[src/rtl/bounding_box_affine_transform_unit_defines.svh]
// assertion macros for the bounding box affine transform unit
`ifndef BOUNDING_BOX_AFFINE_TRANSFORM_UNIT_DEFINES_SVH
`define BOUNDING_BOX_AFFINE_TRANSFORM_UNIT_DEFINES_SVH

// same-cycle implication, clocked on clk, off while in reset
`define BBAT_ASSERT_IMP(lbl, ante, cons) \
	lbl: assert property (@(posedge clk) disable iff (!arst_n) (ante) |-> (cons)) \
		else $error("bbat assertion failed");

// delayed implication, the delay in cycles given as argument n
`define BBAT_ASSERT_DELAY(lbl, ante, n, cons) \
	lbl: assert property (@(posedge clk) disable iff (!arst_n) (ante) |-> ##n (cons)) \
		else $error("bbat delayed assertion failed");

`endif

[src/rtl/bbat_pkg.sv]
// shared constants and register codes for the bounding box affine transform unit
package bbat_pkg;

	// default field widths
	localparam int COORD_BITS_DEF = 24;
	localparam int COEF_BITS_DEF  = 16;

	// configuration register index width and codes
	localparam int CFG_IDX_BITS = 3;

	typedef enum logic [CFG_IDX_BITS-1:0] {
		REG_ROW_X   = 3'd0,
		REG_ROW_Y   = 3'd1,
		REG_ROW_Z   = 3'd2,
		REG_SHIFT_X = 3'd3,
		REG_SHIFT_Y = 3'd4,
		REG_SHIFT_Z = 3'd5
	} bbat_reg_t;

	// number of output axes
	localparam int AXES = 3;

endpackage

[src/rtl/bbat_cfg_regs.sv]
// transform coefficient and translation registers with write decode
module bbat_cfg_regs #(
	parameter int COORD_BITS = 24,
	parameter int COEF_BITS  = 16,
	parameter int DATA_BITS  = 48
) (
	input  logic                               clk,
	input  logic                               arst_n,
	input  logic                               wr_en,
	input  logic [bbat_pkg::CFG_IDX_BITS-1:0]  wr_index,
	input  logic [DATA_BITS-1:0]               wr_data,
	output logic [3*COEF_BITS-1:0]             row [bbat_pkg::AXES],
	output logic signed [COORD_BITS-1:0]       shift [bbat_pkg::AXES]
);
	import bbat_pkg::*;

	localparam int ROW_BITS = 3 * COEF_BITS;
	localparam int FRAC     = COEF_BITS - 4;

	logic [ROW_BITS-1:0]          row_q   [AXES];
	logic signed [COORD_BITS-1:0] shift_q [AXES];

	// register file, reset to the identity transform
	always_ff @(posedge clk or negedge arst_n) begin
		if (!arst_n) begin
			for (int r = 0; r < AXES; r++) begin
				row_q[r]   <= ROW_BITS'(1) << (FRAC + r * COEF_BITS);
				shift_q[r] <= '0;
			end
		end else if (wr_en) begin
			unique case (wr_index)
				REG_ROW_X:   row_q[0]   <= wr_data[ROW_BITS-1:0];
				REG_ROW_Y:   row_q[1]   <= wr_data[ROW_BITS-1:0];
				REG_ROW_Z:   row_q[2]   <= wr_data[ROW_BITS-1:0];
				REG_SHIFT_X: shift_q[0] <= $signed(wr_data[COORD_BITS-1:0]);
				REG_SHIFT_Y: shift_q[1] <= $signed(wr_data[COORD_BITS-1:0]);
				REG_SHIFT_Z: shift_q[2] <= $signed(wr_data[COORD_BITS-1:0]);
				default: ;
			endcase
		end
	end

	assign row   = row_q;
	assign shift = shift_q;

endmodule

[config.mk]
export PLATFORM = sky130hd
export DESIGN_NAME = bbat_cfg_regs
export DESIGN_NICKNAME = d
export VERILOG_FILES = /design/src/rtl/bounding_box_affine_transform_unit_defines.svh /design/src/rtl/bbat_pkg.sv /design/src/rtl/bbat_cfg_regs.sv
export SDC_FILE = /design/constraint.sdc
export NUM_CORES = 1
export LEC_CHECK = 0
export BUFFER_PORTS_ARGS = -buffer_cell sky130_fd_sc_hd__buf_2
export CAP_MARGIN = 10
export CELL_PAD_IN_SITES_DETAIL_PLACEMENT = 1
export CELL_PAD_IN_SITES_GLOBAL_PLACEMENT = 1
export CORE_AREA = 2 2 139 141
export CTS_CLUSTER_SIZE = 25
export DETAILED_ROUTE_END_ITERATION = 6
export DIE_AREA = 0 0 141 143
export HOLD_SLACK_MARGIN = 0.12
export PLACE_DENSITY_LB_ADDON = 0.1
export SKIP_CTS_REPAIR_TIMING = 1
export SYNTH_ARGS = -nofsm -noshare
export SYNTH_HDL_FRONTEND = slang
export SYNTH_SLANG_ARGS = --single-unit
[constraint.sdc]
create_clock -name clk -period 1.2 [get_ports clk]
set_input_delay 0.12 -clock clk [delete_from_list [all_inputs] [get_ports clk]]
set_output_delay 0.12 -clock clk [all_outputs]
set_load 0.02 [all_outputs]
=== Word level (Yosys, flattened, before mapping) ===
Cells that the tools add are included.

* Register bits: 216
* Bits of input ports: 54

* Equality and inequality tests: 5
* Reductions and logical operators: 7

{| class="wikitable"
|+ Operator list
! cell !! count
|-
| $reduce_and 2->1 || 6
|-
| $eq 3x2->1 const B || 2
|-
| $eq 3x3->1 const B || 2
|-
| $eq 3x1->1 const B || 1
|-
| $logic_not 3->1 || 1
|}

=== Depth between registers and ports, before layout ===
Gate-level depths: netlist of the first run.

* Depth in word-level cells: 2
* Mapped depth: 4
* Mapped depth without buffers: 2

=== Worst setup path after synthesis of the first run ===
No wires, ideal clock.

* Kind: input to register
* From: input wr_index[0] (netlist bit)
* To: register row_q, in the netlist row[111]
* Library setup time: 0.127 ns
* Arrival time: 1.055 ns
* Data required time: 1.073 ns
* Setup slack: 0.017 ns
* Stages: 4
* Path through: nor4b_4 buf_6 buf_6 mux2_1

* Longest elaborated chain between the ends: 2

{| class="wikitable"
|+ Ends and longest elaborated chain
! element !! RTL line !! text
|-
| start, declared || bbat_cfg_regs.sv:10 || <nowiki>input logic [bbat_pkg::CFG_IDX_BITS-1:0] wr_index,</nowiki>
|-
| $logic_not 3->1 || bbat_cfg_regs.sv:31 || <nowiki>unique case (wr_index)</nowiki>
|-
| $reduce_and 2->1 (no line) || -- ||
|-
| end signal, assigned by index || bbat_cfg_regs.sv:27 || <nowiki>row_q[r] <= ROW_BITS'(1) << (FRAC + r * COEF_BITS);</nowiki>
|-
| end, declared || bbat_cfg_regs.sv:20 || <nowiki>logic [ROW_BITS-1:0] row_q [AXES];</nowiki>
|}

Every way passes these cells.
A chain may end at the register's enable or synchronous reset.

=== Worst setup path after layout of the first run ===
* From: register row_q, in the netlist row[108]
* To: output row[108] (netlist bit)

{| class="wikitable"
|+ RTL lines
! element !! RTL line !! text
|-
| end, declared || bbat_cfg_regs.sv:12 || <nowiki>output logic [3*COEF_BITS-1:0] row [bbat_pkg::AXES],</nowiki>
|}

No word-level cell between the ends.

==> results.sh, run 1 <==
export IMPL_status="finished, violations left"
export IMPL_violations="setup timing"
export IMPL_skew_ps=0
export IMPL_worstSkewPairLatency_ps=500
export IMPL_synth_distinct_cells=13
export IMPL_drc_errors=0
export IMPL_critPathSlowestCell="dfstp_2"
export IMPL_cap_violations=0
export IMPL_avgSynthCellArea_um2=18.1
export IMPL_final_hold_viol_count=0
export IMPL_crit_buf_inv=1
export IMPL_synth_simple_area_share_pct=1.19
export IMPL_crit_family="flip-flops"
export IMPL_timing_final_crit_share_pct=108
export IMPL_port_buffers=269
export IMPL_end_kind="output port"
export IMPL_cts_root_buf="clkbuf_16"
export IMPL_num_vias=5403
export IMPL_worstHoldPathType="in -> async"
export IMPL_antenna_found_initial=0
export IMPL_io_pins=270
export IMPL_arrival_ps=1180
export IMPL_required_ps=1080
export IMPL_p_switching_mw=7.66
export IMPL_ir_drop_v=0.00112
export IMPL_final_cell_area_mm2=0.0120
export IMPL_clk_path_buf_depth=3
export IMPL_clock_sinks=216
export IMPL_synth_warnings=0
export IMPL_synthCells=460
export IMPL_synth_seq_cells=216
export IMPL_setup_viol=3
export IMPL_seqPwrFrac_pct=40.4
export IMPL_cts_buffers=24
export IMPL_p_comb_share_pct=29.8
export IMPL_reg2reg_from="row[63]"
export IMPL_tightest_slew_ps=343
export IMPL_p_per_area_mw_per_mm2=2040
export IMPL_h_tree_depth=1
export IMPL_layout_common_cells="dfrtp_1 (213), buf_2 (188), mux2_2 (148)"
export IMPL_dr_pass1_iters=4
export IMPL_fin_tns_setup_ps=-229
export IMPL_timing_hold_ws_ps=112
export IMPL_core_area_mm2=0.0186
export IMPL_synth_top_cell_by_area="dfrtp_1"
export IMPL_netlist_area_mm2=0.00832
export IMPL_cts_reportedPaths_clkPinSlew_ps=60
export IMPL_fin_ws_ps=-99.5
export IMPL_die_w_um=141
export IMPL_drive_gt1_share_pct=66.2
export IMPL_start_util_pct=44.8
export IMPL_report_final_slew_viol_count=0
export IMPL_globalRoute_totalOverflow=0
export IMPL_p_int_mw=16.9
export IMPL_synthMuxAreaShare_pct=31.4
export IMPL_rows=50
export IMPL_grt_max_degree=41
export IMPL_crit_start="row[108]"
export IMPL_switching_share_pct=31.2
export IMPL_rsz0062_at_grt="yes"
export IMPL_routed_wl_mm=23.4
export IMPL_power_total_mw=24.6
export IMPL_max_freq_mhz=770
export IMPL_antenna_left=0
export IMPL_die_area_mm2=0.0202
export IMPL_post_drt_wl_per_cell_um=21.7
export IMPL_p_leak_nw=5.77
export IMPL_seq_area_frac_synth_pct=65.0
export IMPL_grt_pass1_wl_mm=33.9
export IMPL_viasPerCell=5.01
export IMPL_critPathMaxFanout=2
export IMPL_antenna_cells=0
export IMPL_place_area_mm2=0.0102
export IMPL_synth_top_family_by_area="multiplexers"
export IMPL_critPathLaunchType="register"
export IMPL_synth_fa_ha_area_share_pct=0
export IMPL_synth_fp_nets=514
export IMPL_die_h_um=143
export IMPL_final_common_cell="dfrtp_1"
export IMPL_grt_usage_pct=21.6
export IMPL_area_delta_synth_final_pct=44.4
export IMPL_clock_power_share_pct=29.8
export IMPL_yosys_top_cells_area="dfrtp_1 (64%), mux2_2 (20%), mux2_4 (8.7%), mux2_1 (2.7%), buf_6 (1.4%)"
export IMPL_dp_hpwl_mm=15.2
export IMPL_synth_compound_area_share_pct=0
export IMPL_grt_pass1_vias=5733
export IMPL_crit_type="reg -> out"
export IMPL_critPathMaxStageDelay_ps=560
export IMPL_relSlewSlack_pct=77.1
export IMPL_cts_tree="yes"
export IMPL_num_nets_final=885
export IMPL_synth_xor_area_share_pct=0
export IMPL_period_minus_slack_ps=1300
export IMPL_path_cells="buf_6"
export IMPL_gp_congestion=0.775
export IMPL_drt_iter0_drc=163
export IMPL_synth_top_area_share_pct=64.0
## per-stage QoR
| step | setup slack (ps) | instances | utilization (%) |
|---|---|---|---|
| floorplan | 17.2 | 460 | - |
| global placement | -185 | 970 | 54.7 |
| detailed placement | -233 | 970 | 54.7 |
| CTS | -149 | 1009 | 58.9 |
| global route | -125 | 1078 | 64.7 |
| finish | -99.5 | 1078 | 64.7 |
## synth_stat cells
cell,instances
mux2_4,48
mux2_1,20
nor4b_4,1
buf_2,6
mux2_2,148
buf_4,4
nand4b_2,2
dfrtp_1,213
buf_8,2
buf_6,10
and4bb_4,2
dfstp_2,3
and4bb_1,1
## per-layer routing
layer	wire [um]	vias up	GRT usage, %
met5	0	-	0
met4	402	0	5.11
met3	1540	33	5.53
met2	12100	188	37.5
met1	9350	2811	27.4
li1	-	2371	-
## flip-flops by register name, indices dropped and copies added, names as in the netlist
| signal | flops |
|---|---|
| row | 144 |
| shift | 72 |
## worst paths after layout
check	to	slack (ps)	cells after the start
worst max-delay path	row[108]	-100	1
worst max register to register	row[63]	260	2
worst min-delay path	row[34]	110	2
worst min register to register	row[114]	480	1
max in group asynchronous	row[111]	470	3
min in group clk	shift[53]	270	4
## cells by family (layout without fill, tap and decap cells)
logic type             count (synthesis)  count (layout)
muxes                                216             216
buffers and inverters                 22             406
and+or+nand+nor                        6               6
DFF                                  216             216
## final cells by class
cell class | count | area [um2]
flip-flops and latches | 216 | 5410
repair buffers | 367 | 2810
well taps | 234 | 293
clock inverters | 6 | 82.6
clock buffers | 33 | 706
fillers | 1722 | 6570
multi-input cells | 222 | 2710
## power groups by stage
| stage | clock network [mW] | logic [mW] | registers, mW |
|---|---|---|---|
| 3_3_place_gp | 0 | 6.19 | 9.77 |
| 2_1_floorplan | 0 | 1.69 | 11.8 |
| 4_1_cts | 7.51 | 6.38 | 9.80 |
| 3_5_place_dp | 0 | 6.34 | 9.87 |
| 6_report | 7.32 | 7.31 | 9.92 |
| 5_1_grt | 7.79 | 7.68 | 10.1 |
Power figures use the tool's default switching activity.
==> run 2: changes to the inputs <==
--- a/config.mk
+++ b/config.mk
@@ -9,10 +9,10 @@
 export CAP_MARGIN = 10
 export CELL_PAD_IN_SITES_DETAIL_PLACEMENT = 1
 export CELL_PAD_IN_SITES_GLOBAL_PLACEMENT = 1
-export CORE_AREA = 2 2 139 141
+export CORE_AREA = 3 3 140 142
 export CTS_CLUSTER_SIZE = 25
 export DETAILED_ROUTE_END_ITERATION = 6
-export DIE_AREA = 0 0 141 143
+export DIE_AREA = 0 0 143 145
 export HOLD_SLACK_MARGIN = 0.12
 export PLACE_DENSITY_LB_ADDON = 0.1
 export SKIP_CTS_REPAIR_TIMING = 1
==> run 2 against run 1 <==
Net effect:
- the flow still finishes with violations (setup timing)
- sequential share of layout area fell by 2.3 points
- die area rose by 2.8%
- clock power rose by 1%
- critical path type unchanged
- setup slack got worse by 11 ps
- non-clock buffer count rose by 33
- highest routed layer unchanged
==> results.sh, run 2 (same netlist as run 1, synthesis figures left out) <==
export IMPL_largest_reg_flops=144
export IMPL_antenna_cells=0
export IMPL_report_final_slew_viol_count=0
export IMPL_io_pins=270
export IMPL_critPathMaxFanout=2
export IMPL_routed_wl_mm=26.8
export IMPL_crit_buf_inv=1
export IMPL_p_leak_nw=6.06
export IMPL_antenna_left=0
export IMPL_rsz0062_at_grt="yes"
export IMPL_layout_common_cells="dfrtp_1 (213), mux2_2 (148), buf_2 (118)"
export IMPL_start_util_pct=44.8
export IMPL_skew_ps=0
export IMPL_max_freq_mhz=763
export IMPL_cts_root_buf="clkbuf_16"
export IMPL_num_nets_final=918
export IMPL_num_vias=5655
export IMPL_final_common_cell="dfrtp_1"
export IMPL_dp_hpwl_mm=15.8
export IMPL_grt_pass1_vias=5759
export IMPL_crit_type="reg -> out"
export IMPL_drc_errors=0
export IMPL_antenna_found_initial=0
export IMPL_drt_iter0_drc=199
export IMPL_relSlewSlack_pct=69.7
export IMPL_fin_ws_ps=-111
export IMPL_status="finished, violations left"
export IMPL_grt_usage_pct=20.9
export IMPL_viasPerCell=5.07
export IMPL_critPathLaunchType="register"
export IMPL_clock_sinks=216
export IMPL_area_delta_synth_final_pct=52.2
export IMPL_core_area_mm2=0.0186
export IMPL_post_drt_wl_per_cell_um=24.0
export IMPL_ir_drop_v=0.00159
export IMPL_cts_buffers=24
export IMPL_critPathMaxStageDelay_ps=560
export IMPL_rows=50
export IMPL_setup_viol=6
export IMPL_h_tree_depth=1
export IMPL_dpl_cell_count=972
export IMPL_grt_pass1_wl_mm=34.0
export IMPL_worstSkewPairLatency_ps=500
export IMPL_path_cells="buf_6"
export IMPL_period_minus_slack_ps=1310
export IMPL_fin_cells=1116
export IMPL_arrival_ps=1190
export IMPL_post_route_util_pct=68.2
export IMPL_globalRoute_totalOverflow=0
export IMPL_final_hold_viol_count=0
export IMPL_required_ps=1080
export IMPL_drive_gt1_share_pct=67.5
export IMPL_cap_violations=0
export IMPL_crit_family="flip-flops"
export IMPL_die_w_um=143
export IMPL_timing_final_crit_share_pct=109
export IMPL_gp_congestion=0.782
export IMPL_worstHoldPathType="in -> async"
export IMPL_cts_tree="yes"
export IMPL_cts_reportedPaths_clkPinSlew_ps=60
export IMPL_end_kind="output port"
export IMPL_grt_max_degree=49
export IMPL_die_area_mm2=0.0207
export IMPL_port_buffers=269
export IMPL_p_per_area_mw_per_mm2=2040
export IMPL_critPathSlowestCell="dfstp_2"
export IMPL_die_h_um=145
export IMPL_violations="setup timing"
export IMPL_tightest_slew_ps=454
export IMPL_dr_pass1_iters=4
export IMPL_clk_path_buf_depth=3
run 2: final timing paths:
| path | from | endpoint | slack (ps) | cells after the start |
|---|---|---|---|---|
| max in group asynchronous | arst_n | row[108] | 470 | 3 |
| worst max register to register | row[82] | row[82] | 220 | 2 |
| min in group clk | wr_index[0] | row[112] | 310 | 4 |
| worst max-delay path | row[76] | row[76] | -110 | 1 |
| worst min register to register | row[116] | row[116] | 480 | 1 |
| worst min-delay path | arst_n | row[27] | 130 | 2 |
run 2: per-stage QoR:
step / instance area (um2) / worst slack [ps] / TNS (ps) / power [mW] / hold WS (ps)
2_1_floorplan: 8320 / 17.2 / 0 / 13.5 / -176
3_3_place_gp: 10200 / -220 / -25020 / 16.0 / 107
6_report: 12700 / -111 / -291 / 25.8 / 132
4_1_cts: 11000 / -133 / -426 / 23.6 / -425
5_1_grt: 12700 / -139 / -1780 / 26.9 / 139
3_5_place_dp: 10200 / -261 / -30220 / 16.3 / 105
run 2: layer usage:
layer | GRT usage, % | wire [um]
met2 | 34.4 | 13800
met4 | 5.32 | 679
met3 | 6.49 | 1880
met1 | 26.8 | 10400
met5 | 0 | 0
run 2: area by class of cell:
type                       instances  area [um2]
fill                            1618        5910
multi-input combinational        222        2710
tap                              234         293
clock buffer                      41         796
sequential                       216        5410
timing repair buffer             400        3450
clock inverter                     3        15.0
run 2: where the power goes:
part	switching, mW	internal, mW
Combinational	4.06	4.30
Clock	2.91	4.48
Sequential	1.18	8.92
Total	8.15	17.7
==> run 3: changes to the inputs <==
--- a/config.mk
+++ b/config.mk
@@ -9,10 +9,10 @@
 export CAP_MARGIN = 10
 export CELL_PAD_IN_SITES_DETAIL_PLACEMENT = 1
 export CELL_PAD_IN_SITES_GLOBAL_PLACEMENT = 1
-export CORE_AREA = 3 3 140 142
+export CORE_AREA = 3 3 154 156
 export CTS_CLUSTER_SIZE = 25
 export DETAILED_ROUTE_END_ITERATION = 6
-export DIE_AREA = 0 0 143 145
+export DIE_AREA = 0 0 157 159
 export HOLD_SLACK_MARGIN = 0.12
 export PLACE_DENSITY_LB_ADDON = 0.1
 export SKIP_CTS_REPAIR_TIMING = 1
==> constraint.sdc (replaced) <==
create_clock -name clk -period 1.1 [get_ports clk]
set_input_delay 0.11 -clock clk [delete_from_list [all_inputs] [get_ports clk]]
set_output_delay 0.11 -clock clk [all_outputs]
set_load 0.02 [all_outputs]
==> run 3 against run 2 <==
Net effect:
- the flow still finishes with violations (setup timing)
- power increased by 13%
- setup slack got worse by 76 ps
- via count decreased by 0.95%
- count of clock-buffer cells in the layout decreased by 6
- global-route usage decreased by 3.4 points
- clock skew unchanged
- register-to-register slack got worse by 130 ps
- cell count increased by 4.9%
- critical path depth unchanged
- combinational power increased by 17%
- sequential share of layout area decreased by 2.3 points
- clock power increased by 14%
- critical path type unchanged
- highest routed layer unchanged
==> results.sh, run 3 (same netlist as run 1, synthesis figures left out) <==
export IMPL_fin_ws_ps=-187
export IMPL_routed_wl_mm=25.4
export IMPL_grt_max_degree=42
export IMPL_clock_power_share_pct=28.6
export IMPL_fill_cells=2058
export IMPL_viasPerCell=4.78
export IMPL_antenna_cells=0
export IMPL_post_drt_wl_per_cell_um=21.7
export IMPL_dp_hpwl_mm=16.2
export IMPL_io_pins=270
export IMPL_required_ps=990
export IMPL_path_cells="buf_6"
export IMPL_worstSkewPairLatency_ps=490
export IMPL_setup_viol=216
export IMPL_pre_cts_ws_ps=-327
export IMPL_end_kind="output port"
export IMPL_num_nets_final=922
export IMPL_critPathLaunchType="register"
export IMPL_switching_share_pct=30.1
export IMPL_crit_family="flip-flops"
export IMPL_gp_congestion=0.734
export IMPL_cts_tree="yes"
export IMPL_layout_common_cells="buf_6 (216), dfrtp_1 (213), mux2_2 (148)"
export IMPL_globalRoute_totalOverflow=0
export IMPL_die_area_mm2=0.0250
export IMPL_grt_pass1_vias=5668
export IMPL_drive_gt1_share_pct=67.7
export IMPL_rsz0062_at_grt="yes"
export IMPL_timing_hold_ws_ps=59.4
export IMPL_area_delta_synth_final_pct=60.7
export IMPL_timing_final_crit_share_pct=117
export IMPL_clock_sinks=216
export IMPL_p_int_mw=20.5
export IMPL_crit_type="reg -> out"
export IMPL_grt_pass1_wl_mm=34.3
export IMPL_p_switching_mw=8.83
export IMPL_dpl_cell_count=1027
export IMPL_violations="setup timing"
export IMPL_period_minus_slack_ps=1290
export IMPL_fin_cells=1171
export IMPL_worstHoldPathType="in -> async"
export IMPL_multi_input_area_mm2=0.00271
export IMPL_ir_drop_v=0.00128
export IMPL_dr_pass1_iters=4
export IMPL_critPathMaxStageDelay_ps=550
export IMPL_arrival_ps=1180
export IMPL_critPathMaxFanout=2
export IMPL_cts_root_buf="clkbuf_16"
export IMPL_start_util_pct=37.0
export IMPL_antenna_left=0
export IMPL_max_freq_mhz=777
export IMPL_cts_reportedPaths_clkPinSlew_ps=60
export IMPL_die_w_um=157
export IMPL_p_comb_share_pct=33.4
export IMPL_p_per_area_mw_per_mm2=2190
export IMPL_cts_buffers=24
export IMPL_drt_iter0_drc=154
export IMPL_relSlewSlack_pct=81.9
export IMPL_port_buffers=269
export IMPL_regArea_mm2=0.00541
export IMPL_p_leak_nw=6.27
export IMPL_die_h_um=159
export IMPL_final_common_cell="buf_6"
export IMPL_cap_violations=0
export IMPL_clk_path_buf_depth=3
export IMPL_skew_ps=0
export IMPL_crit_buf_inv=1
export IMPL_rows=55
export IMPL_report_final_slew_viol_count=0
export IMPL_antenna_found_initial=0
export IMPL_power_total_mw=29.3
export IMPL_h_tree_depth=1
export IMPL_drc_errors=0
export IMPL_final_hold_viol_count=0
export IMPL_tightest_slew_ps=272
export IMPL_core_area_mm2=0.0225
export IMPL_num_vias=5601
export IMPL_seqPwrFrac_pct=38.0
export IMPL_largest_reg_flops=144
export IMPL_fin_tns_setup_ps=-9590
export IMPL_grt_usage_pct=17.5
export IMPL_critPathSlowestCell="dfstp_2"
export IMPL_status="finished, violations left"
[run 3: area by class of cell]
type | instances | share of cell area [%]
flip-flops and latches | 216 | 40.4
well taps | 285 | 2.67
clock inverters | 9 | 0.917
repair buffers | 404 | 30.3
multi-input cells | 222 | 20.3
clock buffers | 35 | 5.41
[run 3: path summary, 6_finish.rpt]
| path | from | to | slack (ps) | cells past startpoint |
|---|---|---|---|---|
| worst max-delay path | row[76] | row[76] | -190 | 1 |
| worst min-delay path | arst_n | row[31] | 60 | 2 |
| worst max register to register | row[93] | row[93] | 90 | 3 |
| worst min register to register | row[114] | row[114] | 510 | 1 |
| max in group asynchronous | arst_n | row[106] | 450 | 3 |
| min in group clk | wr_index[2] | shift[71] | 330 | 4 |
[run 3: power groups by stage]
| stage | sequential, mW | combinational (mW) | clock [mW] |
|---|---|---|---|
| detailed placement | 10.8 | 6.97 | 0 |
| global route | 11.3 | 10.3 | 8.99 |
| CTS | 10.7 | 6.99 | 8.65 |
| global placement | 10.7 | 6.84 | 0 |
| finish | 11.1 | 9.79 | 8.39 |
| floorplan | 12.9 | 1.85 | 0 |
[run 3: metrics by stage]
stage | instance area, um2 | util [%]
final | 13400 | 59.4
after global routing | 13400 | 59.4
after CTS | 11200 | 49.6
after detailed placement | 10300 | 45.8
after global placement | 10300 | 45.8
after floorplan | 8330 | -
[run 3: per-layer routing]
metal / track usage (%) / wire [um] / vias up
met1: 23.6 / 10500 / 2922
li1: - / - / 2464
met4: 3.74 / 439 / 0
met2: 27.7 / 12600 / 185
met5: 0 / 0 / -
met3: 5.76 / 1870 / 30
